==> src/design/msp_pkg.sv <==
// Shared types, constants and helpers for the multi-stack shared pool.
`timescale 1ns / 1ps

package msp_pkg;

	localparam int CAPACITY = 64;
	localparam int STACKS   = 4;

	localparam int PTR_W = $clog2(CAPACITY + 1);
	localparam int IDX_W = $clog2(CAPACITY);
	localparam int STK_W = $clog2(STACKS);
	localparam int SID_W = 2;
	localparam int VAL_W = 32;

	typedef logic [PTR_W-1:0] ptr_t;
	typedef logic [IDX_W-1:0] idx_t;

	localparam ptr_t NULL_PTR = ptr_t'(CAPACITY);

	localparam logic KIND_PUSH = 1'b0;
	localparam logic KIND_POP  = 1'b1;

	localparam logic [1:0] ST_OK    = 2'd0;
	localparam logic [1:0] ST_FULL  = 2'd1;
	localparam logic [1:0] ST_EMPTY = 2'd2;

	typedef struct packed {
		logic                    kind;
		logic [SID_W-1:0]        stack_id;
		logic signed [VAL_W-1:0] value;
	} req_t;

	typedef struct packed {
		logic [1:0]              status;
		logic signed [VAL_W-1:0] pop_data;
	} rsp_t;

	typedef struct packed {
		logic load;
		logic commit;
	} msp_cmd_t;

	// Link value of a slot that has not been rewritten since reset.
	function automatic ptr_t link_init(idx_t idx);
		ptr_t nxt;
		nxt = ptr_t'(idx) + ptr_t'(1);
		if (idx == idx_t'(CAPACITY - 1)) begin
			nxt = NULL_PTR;
		end
		return nxt;
	endfunction

endpackage

==> src/design/msp_ctrl.sv <==
// Controller state machine: accepts items, sequences commit and result handoff.
`timescale 1ns / 1ps

module msp_ctrl (
	input  logic            clk,
	input  logic            arst_n,
	input  logic            req_valid,
	output logic            req_stall,
	output logic            rsp_valid,
	input  logic            rsp_stall,
	output msp_pkg::msp_cmd_t cmd
);

	typedef enum logic {
		IDLE,
		EXEC
	} state_t;

	state_t state_q;
	logic   rsp_valid_q;
	logic   load;
	logic   commit;

	assign load      = (state_q == IDLE) && req_valid;
	// Commit only when the result register is free or being drained.
	assign commit    = (state_q == EXEC) && (!rsp_valid_q || !rsp_stall);
	assign req_stall = (state_q != IDLE);
	assign rsp_valid = rsp_valid_q;
	assign cmd.load   = load;
	assign cmd.commit = commit;

	always_ff @(posedge clk or negedge arst_n) begin
		if (!arst_n) begin
			state_q     <= IDLE;
			rsp_valid_q <= 1'b0;
		end else begin
			case (state_q)
				IDLE: begin
					if (load) begin
						state_q <= EXEC;
					end
				end
				EXEC: begin
					if (commit) begin
						state_q <= IDLE;
					end
				end
				default: state_q <= IDLE;
			endcase
			if (commit) begin
				rsp_valid_q <= 1'b1;
			end else if (rsp_valid_q && !rsp_stall) begin
				rsp_valid_q <= 1'b0;
			end
		end
	end

endmodule

==> src/design/msp_dpath.sv <==
// Datapath: pointers, link and element memories, result register.
`timescale 1ns / 1ps

module msp_dpath (
	input  logic              clk,
	input  logic              arst_n,
	input  msp_pkg::msp_cmd_t cmd,
	input  msp_pkg::req_t     req,
	output msp_pkg::rsp_t     rsp
);

	msp_pkg::ptr_t tops_q [msp_pkg::STACKS];
	msp_pkg::ptr_t free_head_q;
	logic [msp_pkg::CAPACITY-1:0] link_vld_q;

	msp_pkg::ptr_t link_mem [msp_pkg::CAPACITY];
	logic signed [msp_pkg::VAL_W-1:0] elem_mem [msp_pkg::CAPACITY];

	logic                             kind_q;
	logic [msp_pkg::STK_W-1:0]        sid_q;
	logic signed [msp_pkg::VAL_W-1:0] value_q;
	msp_pkg::ptr_t                    slot_q;
	msp_pkg::ptr_t                    top_q;
	msp_pkg::ptr_t                    link_rd_q;
	logic                             link_v_q;
	logic signed [msp_pkg::VAL_W-1:0] elem_rd_q;
	msp_pkg::rsp_t                    rsp_q;

	logic [msp_pkg::STK_W-1:0] req_sid;
	msp_pkg::ptr_t             req_top;
	msp_pkg::ptr_t             rd_ptr;
	msp_pkg::idx_t             rd_idx;
	msp_pkg::idx_t             slot_idx;
	logic                      slot_ok;
	msp_pkg::ptr_t             link_val;
	msp_pkg::rsp_t             rsp_d;
	logic                      push_go;
	logic                      pop_go;

	always_comb begin
		req_sid  = req.stack_id[msp_pkg::STK_W-1:0];
		req_top  = tops_q[req_sid];
		rd_ptr   = (req.kind == msp_pkg::KIND_PUSH) ? free_head_q : req_top;
		rd_idx   = rd_ptr[msp_pkg::IDX_W-1:0];
		slot_idx = slot_q[msp_pkg::IDX_W-1:0];
		slot_ok  = slot_q < msp_pkg::NULL_PTR;
		// A slot never relinked still holds its reset successor.
		link_val = link_v_q ? link_rd_q : msp_pkg::link_init(slot_idx);
		push_go  = cmd.commit && slot_ok && (kind_q == msp_pkg::KIND_PUSH);
		pop_go   = cmd.commit && slot_ok && (kind_q == msp_pkg::KIND_POP);
		rsp_d.pop_data = '0;
		if (!slot_ok) begin
			rsp_d.status = (kind_q == msp_pkg::KIND_PUSH) ? msp_pkg::ST_FULL
				: msp_pkg::ST_EMPTY;
		end else begin
			rsp_d.status = msp_pkg::ST_OK;
			if (kind_q == msp_pkg::KIND_POP) begin
				rsp_d.pop_data = elem_rd_q;
			end
		end
	end

	always_ff @(posedge clk or negedge arst_n) begin
		if (!arst_n) begin
			for (int i = 0; i < msp_pkg::STACKS; i++) begin
				tops_q[i] <= msp_pkg::NULL_PTR;
			end
			free_head_q <= '0;
			link_vld_q  <= '0;
		end else begin
			if (push_go) begin
				free_head_q          <= link_val;
				tops_q[sid_q]        <= slot_q;
				link_vld_q[slot_idx] <= 1'b1;
			end else if (pop_go) begin
				tops_q[sid_q]        <= link_val;
				free_head_q          <= slot_q;
				link_vld_q[slot_idx] <= 1'b1;
			end
		end
	end

	// Capture the item and read both memories at the slot it addresses; load the result register on commit.
	always_ff @(posedge clk) begin
		if (cmd.load) begin
			kind_q    <= req.kind;
			sid_q     <= req_sid;
			value_q   <= req.value;
			slot_q    <= rd_ptr;
			top_q     <= req_top;
			link_rd_q <= link_mem[rd_idx];
			link_v_q  <= link_vld_q[rd_idx];
			elem_rd_q <= elem_mem[rd_idx];
		end
		if (cmd.commit) begin
			rsp_q <= rsp_d;
		end
	end

	always_ff @(posedge clk) begin
		if (push_go) begin
			link_mem[slot_idx] <= top_q;
			elem_mem[slot_idx] <= value_q;
		end else if (pop_go) begin
			link_mem[slot_idx] <= free_head_q;
		end
	end

	assign rsp = rsp_q;

endmodule

==> src/design/multi_stack_shared_pool_unit.sv <==
// Top level of the multi-stack shared pool: controller plus datapath.
`timescale 1ns / 1ps

// Four LIFO stacks share a pool of 64 slots, linked through a free list.
// Request channel (req_valid, req_stall, req): each item is a push of
// req.value onto stack req.stack_id (kind 0) or a pop from it (kind 1).
// Response channel (rsp_valid, rsp_stall, rsp): exactly one item per
// request, carrying status (ok, pool full, stack empty) and the popped
// value, zero unless a pop succeeded.
// Timing: a request is taken in the cycle it is offered while the block
// is idle; the link and element memories are read at that edge and the
// update commits in the EXEC state once the response register is free or
// draining, which also loads it. The registered read of the link memory
// before its rewrite means no new request is taken until the last commits.
// A stalled response holds in its register; the block takes the next
// request meanwhile but does not commit it until the register drains.
// Reset empties every stack and rebuilds the free list at once via per-slot
// link valid bits; no clearing pass is needed.
module multi_stack_shared_pool_unit (
	input  logic          clk,
	input  logic          arst_n,
	input  logic          req_valid,
	output logic          req_stall,
	input  msp_pkg::req_t req,
	output logic          rsp_valid,
	input  logic          rsp_stall,
	output msp_pkg::rsp_t rsp
);

	msp_pkg::msp_cmd_t cmd;

	msp_ctrl u_ctrl (
		.clk       (clk),
		.arst_n    (arst_n),
		.req_valid (req_valid),
		.req_stall (req_stall),
		.rsp_valid (rsp_valid),
		.rsp_stall (rsp_stall),
		.cmd       (cmd)
	);

	msp_dpath u_dpath (
		.clk    (clk),
		.arst_n (arst_n),
		.cmd    (cmd),
		.req    (req),
		.rsp    (rsp)
	);

	a_no_load_and_commit: assert property (@(posedge clk) disable iff (!arst_n)
		!(cmd.load && cmd.commit))
		else $error("load and commit in the same cycle");

	a_busy_after_accept: assert property (@(posedge clk) disable iff (!arst_n)
		(req_valid && !req_stall) |=> req_stall)
		else $error("request taken while an item is in flight");

	a_rsp_from_commit: assert property (@(posedge clk) disable iff (!arst_n)
		$rose(rsp_valid) |-> $past(cmd.commit))
		else $error("response raised without a commit");

	a_commit_needs_room: assert property (@(posedge clk) disable iff (!arst_n)
		(cmd.commit && rsp_valid) |-> !rsp_stall)
		else $error("commit overwrote a stalled response");

endmodule

==> config.mk <==
export PLATFORM = sky130hd
export DESIGN_NAME = multi_stack_shared_pool_unit
export DESIGN_NICKNAME = d
export VERILOG_FILES = /design/src/design/msp_pkg.sv /design/src/design/msp_ctrl.sv /design/src/design/msp_dpath.sv /design/src/design/multi_stack_shared_pool_unit.sv
export SDC_FILE = /design/constraint.sdc
export NUM_CORES = 2
export LEC_CHECK = 0
export BUFFER_PORTS_ARGS = -buffer_cell sky130_fd_sc_hd__buf_2
export CAP_MARGIN = 5
export CORE_MARGIN = 5
export CORE_UTILIZATION = 40
export DETAILED_ROUTE_END_ITERATION = 8
export PLACE_DENSITY = 0.52
export SLEW_MARGIN = 30
export SYNTH_ARGS = -nofsm -noshare
export SYNTH_HDL_FRONTEND = slang
export SYNTH_SLANG_ARGS = --single-unit
==> constraint.sdc <==
create_clock -name clk -period 7.75 [get_ports clk]
set_clock_uncertainty 0.05 [all_clocks]
set_input_delay 0 -clock clk [delete_from_list [all_inputs] [get_ports clk]]
set_output_delay 0 -clock clk [all_outputs]
set_load 0.1 [all_outputs]
==> impl.org <==
** STA
- Maximum achievable frequency :: 199 MHz
- Headroom to the max-slew limit came out at 30.4%.
- Share of the clock period used by the worst path :: 64.7%
- The final-report hold violation count was 0.
- Setup repair after global routing left no endpoint under its margin.
- The total count of max-transition violations in the final report came to 0.
- Setup violations remaining at the end of the flow were counted as 0.
- Sum Neg Setup Slack :: 0 ns
- Worst slew pin tran :: 1.04 ns
- Crit path time final :: 5.02 ns

** Setup path
- The worst setup path is launched from a register.
- Arrival time of the worst setup path :: 5.73 ns
- The setup check on the worst reg-to-reg path leaves a slack of 2.73 ns.
- Crit path capture type :: register
- In this run the critical register-to-register path is captured at u_dpath.elem_rd_q[15]$_DFFE_PP_.
- In this run the worst setup path begins at u_dpath.tops_q[1]$_DFFE_PN0P_.
- Maximum fanout encountered on the critical timing path :: 71
- CP Data Required Time :: 8.46 ns
- Crit Reg-Reg Startpoint :: u_dpath.tops_q[1]$_DFFE_PN0P_
- The critical path in this run is classified as register to register.
- Number of cells traversed by the worst register-to-register path :: 11

** Power and ir drop
- Dividing total power by cell area gives a power density of 360 nW/um^2.
- Worst IR drop on VDD :: 0.000287 V
- Leak pwr :: 0.0410 uW

** Detailed routing
- DR vias :: 66.8k
- The final layout contains routed wiring with a total length of 357 mm.
- Number of vias per cell :: 5.85
- Dividing the detail-routed wire length by the instance count gives 31.2 um.
- In the final routing, the length of wire on met1 measures 151 mm.
- First drt pass iteration count :: 6
- Met3 layer wire length in the routed design :: 30.6 mm
- After the first detailed-routing iteration, the DRC count stood at 8,618.
- Number of nets with antenna violations after routing :: 0
- DRC violations left :: 0
- The routed design uses 162 mm of met2 wire.
- Signal routing reaches up to met5.

** Logic synthesis
- Cell type contributing the most total cell area after synthesis :: edfxtp_1
- Post-synthesis sequential element count :: 2,720
- Counting every net in the synthesized netlist gives 7,501.
- Post-synthesis average cell area :: 14.3 um^2
- Mapped Cells :: 7,461
- Counting distinct cell types in the post-synthesis netlist gives 65.
- The most used flip-flop cell after synthesis is edfxtp_1.
- After synthesis, flip-flops and latches occupy 76.1% of the total area.
- FFs w/ async S/R, synth :: 3.71%
- After synthesis, the largest area contributor takes up 73.7% of total cell area.
- Area of the mapped netlist :: 107,000 um^2
- Yosys Warn Count :: 0
- In this run, synthesis inferred 2,619 flip-flops with an integrated enable.
- Top post-synthesis cells by area :: edfxtp_1 74%, nand2_1 6.6%, mux4_2 2.4%, dfrtp_1 2.3%, nand3_1 1.7%

** Flow run
- The tool flagged a number of max-cap violations equal to 0.

** Floorplan
- Starting utilization of the core area :: 40.2%
- 75 I/O pins were placed.
- Row Count :: 189
- Overall die width :: 527 um
- Total core area :: 265,000 um^2
- The die is 527 um tall.
- Die ar. :: 277,000 um^2

** GRT
- The number of global-route vias before repair came to 63.4k.
- First-pass GRT wire length :: 498 mm
- Largest net degree at the start of global routing :: 164
- Global routing used 25.1% of the available tracks across all layers.
- Global routing finished with a remaining overflow of 0.
- The number of antenna violations at the first check in global routing is 19.

** Place
- Input and output buffers added on the ports amount to 74.
- Dpl hpwl :: 186 mm
- Placed instance area :: 112,000 um^2
- Last weighted congestion value of the routability-driven placer :: 0.822

** Final layout
- From synthesis to final layout, the design area changed by 14.2%.
- Once layout is done, the placed cells without fillers occupy 122,000 um^2.
- Core Util, Final :: 45.9%
- The net count of the finished layout is 7,711.
- Cells with a size suffix above 1 make up 12.5% of the layout.

** Worst hold path
- In this run the most critical hold path is launched from req_valid.
- The tightest min-delay check is of the input pin to register type.
- The worst hold path was traced through 3 stages.
- Endpoint with the worst hold slack :: u_dpath.kind_q$_DFFE_PP_

** Clock tree
- CTS built an H-tree with a depth of 5.
- Total number of clock tree sinks :: 2,720
- Clock root buffer master :: clkbuf_16
- In this run, CTS created clock tree buffers numbering 302.
- TritonCTS built the clock tree.
- Clk buf depth :: 4
- Clock transition at the registers of the reported paths :: 0.06 ns
- Clock latency on the worst-skew pair, taken at its later pin, is 0.93 ns.

** Outcome
- Outcome :: finished, final reports clean
-- worst max-delay path: stages (launching register included) --
cell      delay (ns)
dfrtp_1         0.37
mux4_2          0.52
a21oi_4         0.54
buf_12          0.41
nand2_4         0.50
buf_4           0.45
buf_4           0.38
o221ai_1        0.32
o31ai_1         0.13
a221oi_1        0.56
o22ai_1         0.26
nor3_1          0.18
-- cells in the final DEF, fill, tap and decap left out, types with 21 or more instances in the layout --
| master | instances |
|---|---|
| nor2_1 | 173 |
| clkinv_2 | 37 |
| buf_4 | 194 |
| clkbuf_1 | 72 |
| a311oi_1 | 37 |
| a22oi_1 | 78 |
| mux2i_1 | 146 |
| a211oi_1 | 28 |
| buf_2 | 73 |
| edfxtp_1 | 2619 |
| nand2_1 | 1874 |
| o22ai_1 | 35 |
| a31oi_1 | 159 |
| o21ai_0 | 106 |
| dfrtp_1 | 97 |
| a21oi_1 | 359 |
| and2_1 | 36 |
| or2_2 | 49 |
| nand3_1 | 367 |
| nor3_1 | 122 |
| nand2b_1 | 21 |
| a32oi_1 | 29 |
| mux2_2 | 28 |
| clkinv_1 | 61 |
| and3_1 | 172 |
| clkbuf_16 | 310 |
| nor3_2 | 48 |
| nor2_4 | 26 |
| mux4_2 | 114 |
| a2111oi_0 | 25 |
| dlygate4sd3_1 | 77 |
-- layout make-up --
| cell class | count | area [um^2] |
|---|---|---|
| Fill cell | 23291 | 143000 |
| Sequential cell | 2720 | 81200 |
| Multi-Input combinational cell | 4252 | 24000 |
| Clock buffer | 389 | 8120 |
| Tap cell | 3533 | 4420 |
| Timing Repair Buffer | 372 | 3150 |
| Clock inverter | 122 | 841 |
| Inverter | 23 | 111 |
| Antenna cell | 10 | 25.0 |
-- how the worst max path moves through the flow --
stage                                             end  slack [ns]
CTS                   u_dpath.elem_rd_q[15]$_DFFE_PP_        2.87
floorplan           u_dpath.elem_mem[31][0]$_DFFE_PP_        0.80
finish                u_dpath.elem_rd_q[15]$_DFFE_PP_        2.73
detailed placement    u_dpath.elem_rd_q[15]$_DFFE_PP_        2.81
global route          u_dpath.elem_rd_q[15]$_DFFE_PP_        2.72
global placement       u_dpath.elem_rd_q[1]$_DFFE_PP_        2.81
-- state kept, by name (all words and copies together) (netlist names), 2 cells and up --
register,flops
u_dpath.tops_q,28
u_dpath.elem_rd_q,32
u_dpath.slot_q,7
u_dpath.rsp,34
u_dpath.top_q,7
u_dpath.link_mem,448
u_dpath.value_q,32
u_dpath.elem_mem,2048
u_dpath.link_rd_q,7
u_dpath.link_vld_q,64
u_dpath.sid_q,2
u_dpath.free_head_q,7
-- synthesized netlist by cell type (17+ instances only) --
| master | number |
|---|---|
| dfrtp_1 | 97 |
| buf_4 | 17 |
| nand3_1 | 371 |
| and2_1 | 36 |
| mux2_2 | 28 |
| a22oi_1 | 78 |
| nand2b_1 | 21 |
| buf_1 | 47 |
| inv_1 | 19 |
| nor2_1 | 208 |
| a211oi_1 | 28 |
| buf_2 | 180 |
| mux4_2 | 114 |
| clkbuf_1 | 218 |
| edfxtp_1 | 2619 |
| a31oi_1 | 161 |
| a2111oi_0 | 25 |
| and3_1 | 172 |
| nand2_1 | 1878 |
| a32oi_1 | 29 |
| nor4_1 | 22 |
| a311oi_1 | 38 |
| a21oi_1 | 359 |
| or2_2 | 49 |
| nor3_1 | 170 |
| o22ai_1 | 35 |
| mux2i_1 | 148 |
| o21ai_0 | 106 |
-- report_power, final --
group	leakage [uW]	internal, uW	switching (uW)	total (uW)
clock network	0.00439	7690	5690	13400
logic	0.0117	3330	9390	12700
registers	0.0249	17500	361	17800
total	0.0410	28500	15400	43900
-- per-stage QoR --
stage | worst slack, ns | hold slack, ns | total power (uW) | instances
finish | 2.73 | 0.156 | 43900 | 11421
global route | 2.72 | 0.131 | 45500 | 11412
CTS | 2.87 | 0.0967 | 44000 | 11411
detailed placement | 2.81 | 0.0172 | 30700 | 10822
global placement | 2.81 | 0.0176 | 30600 | 10814
floorplan | 0.801 | -0.346 | 25500 | 7461
-- cell families after synthesis --
family,share of synthesized area (%)
adder cells (fa/ha/maj),0.0117
AND/OR/NAND/NOR,12.0
multiplexers,4.09
flip-flops,76.1
buffers and inverters,2.02
XOR/XNOR,0.00821
AO/OA/AOI/OAI,5.81
-- per-layer routing --
| layer | track usage [%] | up-vias |
|---|---|---|
| met5 | 0 | - |
| met4 | 8.27 | 2 |
| met3 | 4.14 | 598 |
| met2 | 38.8 | 3334 |
| met1 | 36.4 | 34572 |
| li1 | - | 28311 |
-- timing repair --
| action | 4_1_cts | 5_1_grt |
|---|---|---|
| hold buffers | 78 | 0 |
| setup endpoints to repair | 0 | 0 |
| hold endpoints to repair | 210 | 0 |
| gates resized for setup | 0 | 0 |
| buffers inserted | 0 | 0 |
Note: power is estimated with default switching activity, not from simulation.
